===== src/rtl/fbpa_pkg.sv =====
// Shared types and constants for the fixed block pool allocator.
// No dependencies; every other file but fbpa_ram imports this package.
`default_nettype none
package fbpa_pkg;

    // Input action codes
    localparam logic [1:0] ACT_ALLOC  = 2'd0;
    localparam logic [1:0] ACT_FREE   = 2'd1;
    localparam logic [1:0] ACT_REINIT = 2'd2;

    // Result status codes
    localparam logic [1:0] STAT_OK       = 2'd0;
    localparam logic [1:0] STAT_TOO_BIG  = 2'd1;
    localparam logic [1:0] STAT_EXHAUST  = 2'd2;
    localparam logic [1:0] STAT_BAD_FREE = 2'd3;

    // Configuration register indexes
    localparam logic CFG_BLOCK_COUNT   = 1'b0;
    localparam logic CFG_PAYLOAD_BYTES = 1'b1;

    localparam int CFG_DW   = 13;
    localparam int BSIZE_W  = 14;
    localparam int OFFS_W   = 23;
    localparam int Q_DEPTH  = 2;
    localparam int Q_PW     = 1;

    // Command kinds after classification
    localparam logic [2:0] K_NOP      = 3'd0;
    localparam logic [2:0] K_TOO_BIG  = 3'd1;
    localparam logic [2:0] K_ALLOC    = 3'd2;
    localparam logic [2:0] K_FREE     = 3'd3;
    localparam logic [2:0] K_BAD_FREE = 3'd4;
    localparam logic [2:0] K_REINIT   = 3'd5;

    typedef struct packed {
        logic [1:0]  action;
        logic [15:0] request_bytes;
        logic [9:0]  free_index;
    } t_in_item;

    typedef struct packed {
        logic              granted;
        logic [9:0]        block_index;
        logic [OFFS_W-1:0] byte_offset;
        logic [1:0]        status;
    } t_result;

    typedef struct packed {
        logic [2:0] kind;
        logic [9:0] free_index;
    } t_cmd;

endpackage
`default_nettype wire


===== src/rtl/fbpa_queue.sv =====
// Two-entry command queue between the front and back stages.
// Depends on fbpa_pkg.
`default_nettype none
module fbpa_queue
    import fbpa_pkg::*;
(
    input  wire logic i_clk,
    input  wire logic i_rst_n,
    input  wire logic i_push,
    input  wire t_cmd i_cmd,
    input  wire logic i_pop,
    output      logic o_valid,
    output      logic o_full,
    output      t_cmd o_cmd
);
    t_cmd              r_ent [Q_DEPTH];
    logic [Q_PW-1:0]   r_wp;
    logic [Q_PW-1:0]   r_rp;
    logic [Q_PW:0]     r_cnt;

    assign o_valid = r_cnt != '0;
    assign o_full  = r_cnt == (Q_PW+1)'(Q_DEPTH);
    assign o_cmd   = r_ent[r_rp];

    always_ff @(posedge i_clk) begin
        if (!i_rst_n) begin
            r_wp  <= '0;
            r_rp  <= '0;
            r_cnt <= '0;
        end else begin
            if (i_push) begin
                r_wp <= r_wp + 1'b1;
            end
            if (i_pop) begin
                r_rp <= r_rp + 1'b1;
            end
            if (i_push && !i_pop) begin
                r_cnt <= r_cnt + 1'b1;
            end else if (i_pop && !i_push) begin
                r_cnt <= r_cnt - 1'b1;
            end
        end
        if (i_push) begin
            r_ent[r_wp] <= i_cmd;
        end
    end
endmodule
`default_nettype wire


===== config.mk =====
export PLATFORM = sky130hd
export DESIGN_NAME = fbpa_queue
export DESIGN_NICKNAME = d
export VERILOG_FILES = /design/src/rtl/fbpa_pkg.sv /design/src/rtl/fbpa_queue.sv
export SDC_FILE = /design/constraint.sdc
export NUM_CORES = 1
export LEC_CHECK = 0
export BUFFER_PORTS_ARGS = -buffer_cell sky130_fd_sc_hd__buf_2
export CAP_MARGIN = 10
export CORE_ASPECT_RATIO = 1.4
export CORE_MARGIN = 8
export CORE_UTILIZATION = 31
export CTS_BUF_LIST = sky130_fd_sc_hd__clkbuf_2 sky130_fd_sc_hd__clkbuf_4 sky130_fd_sc_hd__clkbuf_8
export CTS_CLUSTER_DIAMETER = 40
export CTS_CLUSTER_SIZE = 30
export DETAILED_ROUTE_END_ITERATION = 7
export PLACE_DENSITY = 0.61
export SETUP_SLACK_MARGIN = 0.05
export SLEW_MARGIN = 20
export SYNTH_ARGS = -nofsm -noshare
export SYNTH_HDL_FRONTEND = slang
export SYNTH_SLANG_ARGS = --single-unit

===== constraint.sdc =====
create_clock -name i_clk -period 1.6 [get_ports i_clk]
set_input_delay 0.32 -clock i_clk [delete_from_list [all_inputs] [get_ports i_clk]]
set_output_delay 0.32 -clock i_clk [all_outputs]
set_load 0.05 [all_outputs]

Yosys cells after proc, flatten, opt, wreduce, memory -nomap -nowiden. Memories as Yosys holds them, arrays and structs flattened. A register that Yosys moved wholly into a read port is not among the register bits. Index checks and enable logic that the tools add are counted.

Add/subtract/negate cells: 4. Eq/ne operators: 1. Multiplexer cells: 6. Reductions and logical operators: 6.

Operators by type and width (count): two-way mux 1 bit (4); two-way mux 2 bit (2); nonzero test 2 bit (2); adder 1 bit, second input constant (2); adder 2 x 1 -> 2 bit, second input constant (1); == test 2 bit, second input constant (1); logical AND 1 bit (2); zero test 1 bit (2); subtractor 2 x 1 -> 2 bit, second input constant (1).

Register bits: 4. Bits in writable memories: 26. Input port bits: 17. Output and inout port bits: 15. Logic and storage cells: 21. Memories: 1.

Memories: r_ent (words 2, bits a word 13, rd ports 1, clocked after Yosys merged registers in 1, write ports 1, line fbpa_queue.sv:16) `t_cmd r_ent [Q_DEPTH];`.

Logic depth before layout (Yosys ltp).
Depth in word-level cells: 4. Mapped depth: 5. Mapped depth without buffers: 5.

Worst setup path after synthesis. OpenSTA, ideal clock, no wires.

Path type: in2reg. From: input i_push. To: memory r_ent[0][0] (netlist bit), enable pin. Library setup time: 385 ps. Arrival: 987 ps. Required time: 1215 ps. Slack: 228 ps. Stages on the path: 1. Buffers on the path: 0. Cells stage by stage: nor2b_1.

Longest elaborated chain between the ends: 2.

Ends and longest elaborated chain: start: declaration (line fbpa_queue.sv:9) `input wire logic i_push,`; two-way mux 1 bit (line fbpa_queue.sv:43) `if (i_push) begin`; two-way mux 1 bit (not written as such) (line fbpa_queue.sv:44) `r_ent[r_wp] <= i_cmd;`; end: declaration (line fbpa_queue.sv:16).

No other way between the ends.

==> impl_metrics.json <==
{
  "cp_num_buf_inv": 2,
  "io_pins": 32,
  "path_class": "register to output port",
  "h-tree-depth": 2,
  "clkTransAtPathRegs_ns": 0.06,
  "dr.pass1.iters": 4,
  "synth_warnings": 0,
  "worst_skew_pair.late_latency_ns": 0.27,
  "ir_drop_mv": 0.599,
  "ys_seq_area_share_pct": 76.4,
  "pwr-share-comb_pct": 23.5,
  "dp_worst_setup_slack_ns": 0.207,
  "synth_cell_type_count": 16,
  "cp.required_ns": 1.28,
  "final_layout_size_suffix_gt1_share_pct": 55.7,
  "cts_max_path_buffers": 2,
  "grt_usage_pct": 8.52,
  "max_clock_freq_mhz": 635,
  "fin_crit_ns": 1.57,
  "hold_viol": 0,
  "drt_iter0_drc": 8,
  "crit_family": "flip-flops",
  "power_frac_seq_pct": 47.9,
  "cts_hold_buf": 0,
  "cp-start-kind": "register",
  "die_x_um": 67.6,
  "cts-root-buf": "clkbuf_8",
  "cp.arrival_ns": 1.25,
  "postCtsSetupRepairBufs": 0,
  "rsz0062_at_grt": "yes",
  "area_delta_synth_final_pct": 45.6,
  "ys_ff_latch": 31,
  "num_antenna_cells": 0,
  "powerDensity_nw_per_um2": 1180,
  "grt_overflow": 0,
  "syn_area_um2": 1150,
  "cts_tree": "yes",
  "port_buffers": 31,
  "cp-end-kind": "output port",
  "drv_cap": 0,
  "syn_area_per_cell_um2": 18.6,
  "synth-simple-area-share_pct": 5.10,
  "skew_ns": 0.00224,
  "grt_pass1_vias": 758,
  "synthMuxAreaShare_pct": 12.7,
  "p_leak_nw": 0.690,
  "die_h_um": 88.2,
  "layout_setup_ws_ns": 0.0260,
  "synth_compound_area_share_pct": 1.74,
  "cts_buffers": 5,
  "synth_xor_area_share_pct": 2.28,
  "vias": 661,
  "status": "finished, final reports clean",
  "avgRoutedWirePerCell_um": 14.9,
  "clkPwrFrac_pct": 28.6,
  "worstPathCellList": "buf_6 -> mux2_4 -> buf_8",
  "hold_class": "input pin to register",
  "vias_per_cell": 4.47,
  "cp_slowest_cell": "dfxtp_4",
  "totalWireLength_mm": 2.21,
  "final_antenna_net_count": 0,
  "cts.sinks": 31,
  "cp_max_fo": 5,
  "timing.slew.headroom_pct": 83.3,
  "synth_top_family_by_area": "multiplexers",
  "grt_max_degree": 11,
  "instances_no_fill": 148,
  "intPower_mw": 1.45,
  "die-area_um2": 5960,
  "start_util_pct": 31.9,
  "gp_congestion": 0.666,
  "tightest_slew_ns": 0.252,
  "synthesis.instances": 62,
  "num_rows": 26,
  "dp_cells": 139,
  "setup_viol": 0,
  "drc": 0,
  "period_share_pct": 98.4,
  "p_sw_uw": 533,
  "synth_nets": 80,
  "cpPeakStageDelay_ns": 0.36,
  "antenna_found_initial": 0,
  "dp_hpwl_mm": 1.54,
  "swShare_pct": 26.9,
  "core_um2": 3610,
  "synth_adder_area_share_pct": 1.08,
  "drv_slew": 0,
  "grt_pass1_wl_mm": 3.60,
  "nets": 123
}
==> power groups by stage <==
| stage | clock [mW] | sequential (mW) | combinational, mW |
|---|---|---|---|
| 3_5_place_dp | 0 | 0.963 | 0.354 |
| 3_3_place_gp | 0 | 0.960 | 0.349 |
| 4_1_cts | 0.587 | 0.951 | 0.471 |
| 6_report | 0.568 | 0.951 | 0.466 |
| 2_1_floorplan | 0 | 0.959 | 0.259 |
| 5_1_grt | 0.621 | 0.956 | 0.489 |
==> final cells by class <==
class / count / area [um2]
Timing Repair Buffer: 37 / 342
Fill cell: 328 / 1930
Sequential cell: 31 / 885
Multi-Input combinational cell: 29 / 313
Clock buffer: 6 / 76.3
Tap cell: 42 / 52.6
Inverter: 1 / 3.75
Clock inverter: 2 / 7.51
==> metal layers <==
metal,up-vias,GRT usage (%),share of wire (%)
met4,0,5.92,3.3
met1,313,7.81,38
met3,6,4.35,8.7
met2,26,14.1,50
li1,316,-,-
met5,-,0,0
==> placed cells by master (no fill, tap or decap), drive strengths merged <==
cell / count
buf: 37
edfxtp: 26
mux2: 13
clkbuf: 6
dfxtp: 5
and2: 4
xor2: 2
nor2b: 2
clkinv: 2
inv: 1
and2b: 1
or2: 1
xnor2: 1
o21a: 1
o21ai: 1
or3: 1
a21boi: 1
ha: 1
==> worst register-to-register path, cell delays in order, from the launching register on <==
cell and delay, ns:
dfxtp_1 0.33, and2_1 0.23, buf_4 0.23
==> state kept, by name, summed over array words and instances (netlist names), named ones only <==
| signal | cells |
|---|---|
| r_rp | 1 |
| r_wp | 1 |
| r_ent | 26 |
| r_cnt | 2 |
==> per-stage QoR <==
stage	instance area [um2]	setup TNS [ns]	power, mW	util (%)	hold WS [ns]
3_3_place_gp	1390	0	1.31	38.6	0.471
4_1_cts	1680	0	2.01	46.5	0.221
6_report	1680	0	1.98	46.5	0.232
2_1_floorplan	1150	0	1.22	-	0.419
5_1_grt	1680	-0.0440	2.07	46.5	0.218
3_5_place_dp	1390	0	1.32	38.6	0.513
==> Yosys cell counts (all sizes together) <==
cell type	count	area, um2
buf	1	5.00
and2	4	25.0
o21ai	1	5.00
edfxtp	26	781
dfxtp	5	100
nor2b	2	12.5
ha	1	12.5
or2	1	6.26
o21a	1	7.51
xor2	2	17.5
inv	1	3.75
and2b	1	8.76
a21boi	1	7.51
xnor2	1	8.76
or3	1	6.26
mux2	13	146
==> kinds of logic after synthesis <==
| logic type | count (synthesis) |
|---|---|
| adder cells (fa/ha/maj) | 1 |
| AND/OR/NAND/NOR | 9 |
| buffers and inverters | 2 |
| XOR/XNOR | 3 |
| flip-flops | 31 |
| AO/OA/AOI/OAI | 3 |
| multiplexers | 13 |
==> final timing paths <==
path	startpoint	depth (start not counted)	slack (ns)	to
max	register	3	0.03	o_cmd[9]
min	i_cmd[2]	1	0.23	r_ent[0][2]$_DFFE_PP_
max reg2reg	r_wp$_SDFFE_PN0P_	2	0.52	r_ent[1][7]$_DFFE_PP_
min reg2reg	r_cnt[1]$_SDFFE_PN0P_	2	0.52	r_cnt[1]$_SDFFE_PN0P_
==> repair_timing <==
action / CTS / global route
setup endpoints to repair: 13 / 13
cloned: 1 / 0
gates resized for setup: 58 / 0
pin swaps: 0 / 0
Power figures use the tool's default switching activity.
