--- src/rtl/fbpa_pkg.sv ---
// Shared types and constants for the fixed block pool allocator.
// No dependencies; every other file but fbpa_ram imports this package.
`default_nettype none
package fbpa_pkg;

    // Input action codes
    localparam logic [1:0] ACT_ALLOC  = 2'd0;
    localparam logic [1:0] ACT_FREE   = 2'd1;
    localparam logic [1:0] ACT_REINIT = 2'd2;

    // Result status codes
    localparam logic [1:0] STAT_OK       = 2'd0;
    localparam logic [1:0] STAT_TOO_BIG  = 2'd1;
    localparam logic [1:0] STAT_EXHAUST  = 2'd2;
    localparam logic [1:0] STAT_BAD_FREE = 2'd3;

    // Configuration register indexes
    localparam logic CFG_BLOCK_COUNT   = 1'b0;
    localparam logic CFG_PAYLOAD_BYTES = 1'b1;

    localparam int CFG_DW   = 13;
    localparam int BSIZE_W  = 14;
    localparam int OFFS_W   = 23;
    localparam int Q_DEPTH  = 2;
    localparam int Q_PW     = 1;

    // Command kinds after classification
    localparam logic [2:0] K_NOP      = 3'd0;
    localparam logic [2:0] K_TOO_BIG  = 3'd1;
    localparam logic [2:0] K_ALLOC    = 3'd2;
    localparam logic [2:0] K_FREE     = 3'd3;
    localparam logic [2:0] K_BAD_FREE = 3'd4;
    localparam logic [2:0] K_REINIT   = 3'd5;

    typedef struct packed {
        logic [1:0]  action;
        logic [15:0] request_bytes;
        logic [9:0]  free_index;
    } t_in_item;

    typedef struct packed {
        logic              granted;
        logic [9:0]        block_index;
        logic [OFFS_W-1:0] byte_offset;
        logic [1:0]        status;
    } t_result;

    typedef struct packed {
        logic [2:0] kind;
        logic [9:0] free_index;
    } t_cmd;

endpackage
`default_nettype wire

--- src/rtl/fbpa_front.sv ---
// Front stage: takes input items, classifies them and stages one command.
// Depends on fbpa_pkg.
`default_nettype none
module fbpa_front
    import fbpa_pkg::*;
#(
    parameter int MAX_BLOCKS = 1024
) (
    input  wire logic               i_clk,
    input  wire logic               i_rst_n,
    input  wire logic               i_start,
    input  wire t_in_item           i_item,
    input  wire logic [10:0]        i_block_count,
    input  wire logic [BSIZE_W-1:0] i_bsize,
    input  wire logic               i_q_full,
    output      logic               o_busy,
    output      logic               o_push,
    output      t_cmd               o_cmd
);
    logic r_valid;
    logic n_valid;
    t_cmd r_cmd;
    t_cmd n_cmd;
    logic accept;
    logic too_big;
    logic bad_free;

    assign o_busy = r_valid & i_q_full;
    assign accept = i_start & ~o_busy;
    assign o_push = r_valid & ~i_q_full;
    assign o_cmd  = r_cmd;

    assign too_big  = ({1'b0, i_item.request_bytes} + 17'd4) > 17'(i_bsize);
    assign bad_free = ({1'b0, i_item.free_index} >= i_block_count)
                   || (32'(i_item.free_index) >= MAX_BLOCKS);

    always_comb begin
        n_cmd.free_index = i_item.free_index;
        unique case (i_item.action)
            ACT_ALLOC:  n_cmd.kind = too_big ? K_TOO_BIG : K_ALLOC;
            ACT_FREE:   n_cmd.kind = bad_free ? K_BAD_FREE : K_FREE;
            ACT_REINIT: n_cmd.kind = K_REINIT;
            default:    n_cmd.kind = K_NOP;
        endcase
        n_valid = accept | (r_valid & i_q_full);
    end

    always_ff @(posedge i_clk) begin
        if (!i_rst_n) begin
            r_valid <= 1'b0;
        end else begin
            r_valid <= n_valid;
        end
        if (accept) begin
            r_cmd <= n_cmd;
        end
    end
endmodule
`default_nettype wire

--- config.mk ---
export PLATFORM = sky130hd
export DESIGN_NAME = fbpa_front
export DESIGN_NICKNAME = d
export VERILOG_FILES = /design/src/rtl/fbpa_pkg.sv /design/src/rtl/fbpa_front.sv
export SDC_FILE = /design/constraint.sdc
export NUM_CORES = 1
export LEC_CHECK = 0
export ABC_AREA = 1
export ABC_CLOCK_PERIOD_IN_PS = 4000
export BUFFER_PORTS_ARGS = -buffer_cell sky130_fd_sc_hd__clkbuf_2
export CORE_UTILIZATION = 50
export DETAILED_ROUTE_END_ITERATION = 10
export PLACE_DENSITY = 0.85
export RECOVER_POWER = 100
export SLEW_MARGIN = 20
export SYNTH_ARGS = -nofsm -noshare
export SYNTH_HDL_FRONTEND = slang
export SYNTH_SLANG_ARGS = --single-unit
export TNS_END_PERCENT = 50
--- constraint.sdc ---
create_clock -name i_clk -period 4 [get_ports i_clk]
set_input_delay 0.4 -clock i_clk [delete_from_list [all_inputs] [get_ports i_clk]]
set_output_delay 0.4 -clock i_clk [all_outputs]
set_load 0.005 [all_outputs]
After elaboration in Yosys (flattened, before gate mapping)
Index checks and enable logic that the tools add are counted.
{ "totals": {"in_bits": 57, "ff_bits": 14, "output_inout_bits": 15} }
{ "classes": {"n_addsub": 1, "n_eq_ne": 2, "n_reduce_logical": 1, "n_bitwise": 6, "muxes": 3, "n_lt_le_gt_ge": 2} }
{ "ops": {"columns": ["op", "count"], "rows": [
  ["adder 16 x 3 -> 17 bit, second input constant", 1],
  ["greater-than comparator 17 x 14 -> 1 bit", 1],
  [">= comparator 10 x 11 -> 1 bit", 1],
  ["case mux 3 bit (3 select lines)", 1],
  ["AND 1 bit", 3],
  ["two-way mux 3 bit", 1],
  ["== test 2 x 1 -> 1 bit, second input constant", 1],
  ["== test 2 bit, second input constant", 1],
  ["logical NOT 2 bit", 1],
  ["two-way mux 2 bit", 1],
  ["inverter 1 bit", 2],
  ["OR 1 bit", 1]
]} }

Depth between registers and ports, before layout
{ "depth": {"word_depth": 4, "depth_mapped": 18} }

Least setup slack after synthesis
Ideal clock, no wire load.
{ "synth_path": {"kind": "input port to flip-flop", "startpoint": "in i_item[12] (netlist name)", "endpoint": "reg r_cmd, in the netlist o_cmd[10], data pin", "slack_ns": 1.802, "arrival_time_ns": 1.940, "n_path_buf": 0, "required_time_ns": 3.742, "stages": 15, "cell_sequence": "ha_1 -> nand3_2 -> nor3b_1 -> xor2_1 -> ha_1 -> nand2_1 -> inv_1 -> a21oi_1 -> nand2_1 -> nand2_1 -> nand3_1 -> nand2_1 -> nand2_1 -> nand2_1 -> a21oi_1"} }
{ "synth_rtl": {"columns": ["item", "line_no", "source"], "rows": [
  ["start, declared", "fbpa_front.sv:12", "input wire t_in_item i_item,"],
  ["end signal, assigned", "fbpa_front.sv:55", "r_cmd <= n_cmd;"],
  ["end, declared", "fbpa_front.sv:22", "t_cmd r_cmd;"]
]} }

==> summary.md <==
| Metric | Value |
|---|---|
| Outcome | `finished clean` |
| Die ar. | `3130 sq um` |
| Final Hold Vio Count | `0` |
| Core Area | `~2800 sq um` |
| Number of global-route vias before repair | `1310` |
| Final Skew | `roughly 0.011 ns` |
| Synth unique cells | `23` |
| GRT Residual Overflow | `0` |
| Cell taking the most area after synthesis | `edfxtp_1` |
| Largest net degree at the start of global routing | `14` |
| Yosys reg bits | `14` |
| Required time of the critical path | `4.04 ns` |
| Most used DFF post-synth | `edfxtp_1` |
| H-tree levels | `1` |
| CP Launch Type | `input pin` |
| HPWL after DPL | `2595 um` |
| Synth top area share | `a little over a quarter` |
| Pwr Total | `0.3883 mW` |
| Post-synth net total | `275` |
| Commonest non-fill, non-tap cell in the layout | `clkbuf_2` |
| Number of buffers created by CTS | `3` |
| Antenna violations before repair | `0` |
| Post-synth EDFFs | `13` |
| Fin. max-slew vios | `0` |
| CP endpoint kind | `flip-flop` |
| CTS tree | `built` |
| Area Overhead vs Synth | `27.17%` |
| Detailed-route via count | `1399` |
| Max Freq | `416.6 MHz` |
| GRT Overall Usage | `20.41%` |
| Via density | `roughly 4.7` |
| Most common cell on crit path | `nand2_1` |
| Initial Utilization | `52.77%` |
| Clock root buffer | `clkbuf_4` |
| IO Port Bufs | `71` |
| Seq/Total Area, Yosys | `between 20 and 30%` |
| CTS Sinks | `14` |
| Drt wl/cell | `9.756 um` |
| Post-CTS Repair Setup Buffers | `0` |
| Mapped Avg Cell Area | `7.540 sq um` |
| Share of cells above drive strength 1 | `24.25%` |
| Cell Rows | `19` |
| YS warnings | `0` |
| Tmin final | `2.400 ns` |
| Most frequent cells in the layout | `clkbuf_2 (55), inv_1 (53), nand2_1 (39), ha_1 (25)` |
| Part of the cycle the worst path needs | `60.00%` |
| Slew @ Worst Pin | `1.026 ns` |
| Hold Buf Count CTS | `0` |
| Rel. slew slack | `31.33%` |
| Area of the multi-input gates | `840.8 sq um` |
| Die width | `55.95 um` |
| Leak Pwr | `around 1.1 nW` |
| CP max stage cell | `nor3b_1` |
| CP Class | `in2reg` |
| Clk_lat worst skew | `approximately 0.28 ns` |
| Crit-path max FO | `3` |
| DRC | `0` |
| I/O pins | `72` |
| Total wire length | `2917 um` |
| Gp weighted congestion | `0.8529` |
| # fillers | `between 200 and 250` |
| Largest cells by area after synthesis | `edfxtp_1 (27%), ha_1 (21%), inv_1 (14%), nand2_1 (10%), xor2_1 (5.4%)` |
| ANT nets after route | `0` |
| CP top delay family | `simple AND/OR/NAND/NOR gates` |
| DRT Pass-1 Iters | `4` |
| MaxCap Viol Count | `0` |
| Max incr delay on CP | `between 0.2 and 0.3 ns` |
| Sequential Area | `410.4 sq um` |
| Critical path data arrival time | `2.44 ns` |
| Worst ir drop on vdd | `around 0.00021 V` |
| Mapped Cells | `just under 200` |
| Netlist Area Pre-Place | `1455 sq um` |
| Post-synth ARST share | `0%` |
| Post-CTS sizing | `0` |
| CTS max path bufs | `2` |
| DR iter-0 viols | `25` |
| CP Cell Sequence | `clkbuf_1 > ha_1 > nand3_1 > nor3b_1 > xor2_1 > ha_1 > nand2_1 > inv_1 > a21oi_1 > nand2_1 > nand2_1 > nand3_1 > nand2_1 > nand2_1 > nand2_1 > a21oi_1` |
| Setup violators final | `0` |
| Height of the die | `between 50 and 60 um` |
| Unrepaired setup endpoints after global routing | `no` |
| Hold Path Class | `in2reg` |
| N_diodes | `0` |
| Total Neg Setup Slack | `0 ns` |
| First-pass GRT wire length | `5154 um` |
| NumNets Final | `351` |
| CP Buf/Inv Count | `2` |
| PD cells | `~210 nW/um^2` |
| Clk pin slew, worst setup/hold paths | `~0.090 ns` |
path summary, 6_finish.rpt:
path                                  from         to  slack [ns]  depth (start not counted)
worst min register to register     r_valid    r_valid        0.50                          2
worst max-delay path            i_item[12]  o_cmd[10]        1.60                         16
worst min-delay path             i_item[1]   o_cmd[1]        0.32                          1
worst max register to register     r_valid   o_cmd[4]        2.42                          3
layer usage:
| metal | up-vias | wire [um] | global-route usage, % |
|---|---|---|---|
| met5 | - | 0 | 0 |
| met4 | 0 | 55 | 4.878 |
| met3 | 6 | 182 | 3.023 |
| met2 | 51 | 1387 | 38.55 |
| met1 | 590 | 1292 | 24.18 |
| li1 | 752 | - | - |
cell families after synthesis:
logic type                 share of synthesized area [%]
adders and majority gates                          21.50
and+or+nand+nor                                    24.25
AOI/OAI and AO/OA                                  5.761
DFF                                                28.20
buffers and inverters                              13.67
xor gates and xnor gates                           6.621
flip-flops by register name, summed over array words and instances (netlist names):
register and cells:
o_cmd 13, r_valid 1
where the power goes:
group,total (mW),internal (mW),switching (mW)
registers,0.173,0.171,0.00235
logic,0.133,0.0601,0.0730
clock network,0.0819,0.0387,0.0432
cell usage after synthesis, types with 2 or more instances:
| master | instances |
|---|---|
| nand4_1 | 3 |
| nand2_1 | 39 |
| nand3_1 | 7 |
| xnor2_1 | 2 |
| xor2_1 | 9 |
| a21oi_1 | 9 |
| nor2_1 | 16 |
| nor2_2 | 2 |
| edfxtp_1 | 13 |
| inv_1 | 53 |
| ha_1 | 25 |
| nand2_2 | 2 |
| o21ai_0 | 3 |
through the flow:
stage / cells / hold WS [ns] / utilization [%] / instance area [sq um] / setup WS [ns]
3_3_place_gp: 295 / 0.4880 / 67.06 / 1849 / 1.524
6_report: 299 / 0.3172 / 67.11 / 1851 / 1.600
5_1_grt: 299 / 0.3062 / 67.11 / 1851 / 1.328
4_1_cts: 299 / 0.3088 / 68.01 / 1876 / 1.695
2_1_floorplan: 193 / 0.4698 / - / 1455 / 1.802
3_5_place_dp: 295 / 0.4975 / 67.06 / 1849 / 1.386
final cells by class:
cell class	instances	share of cell area, %
flip-flops and latches	14	22.18
multi-input cells	126	45.44
well taps	31	2.096
clock buffers	4	1.420
repair buffers	71	18.12
inverters	53	10.75
No activity file was read; power rests on OpenSTA's default activity.
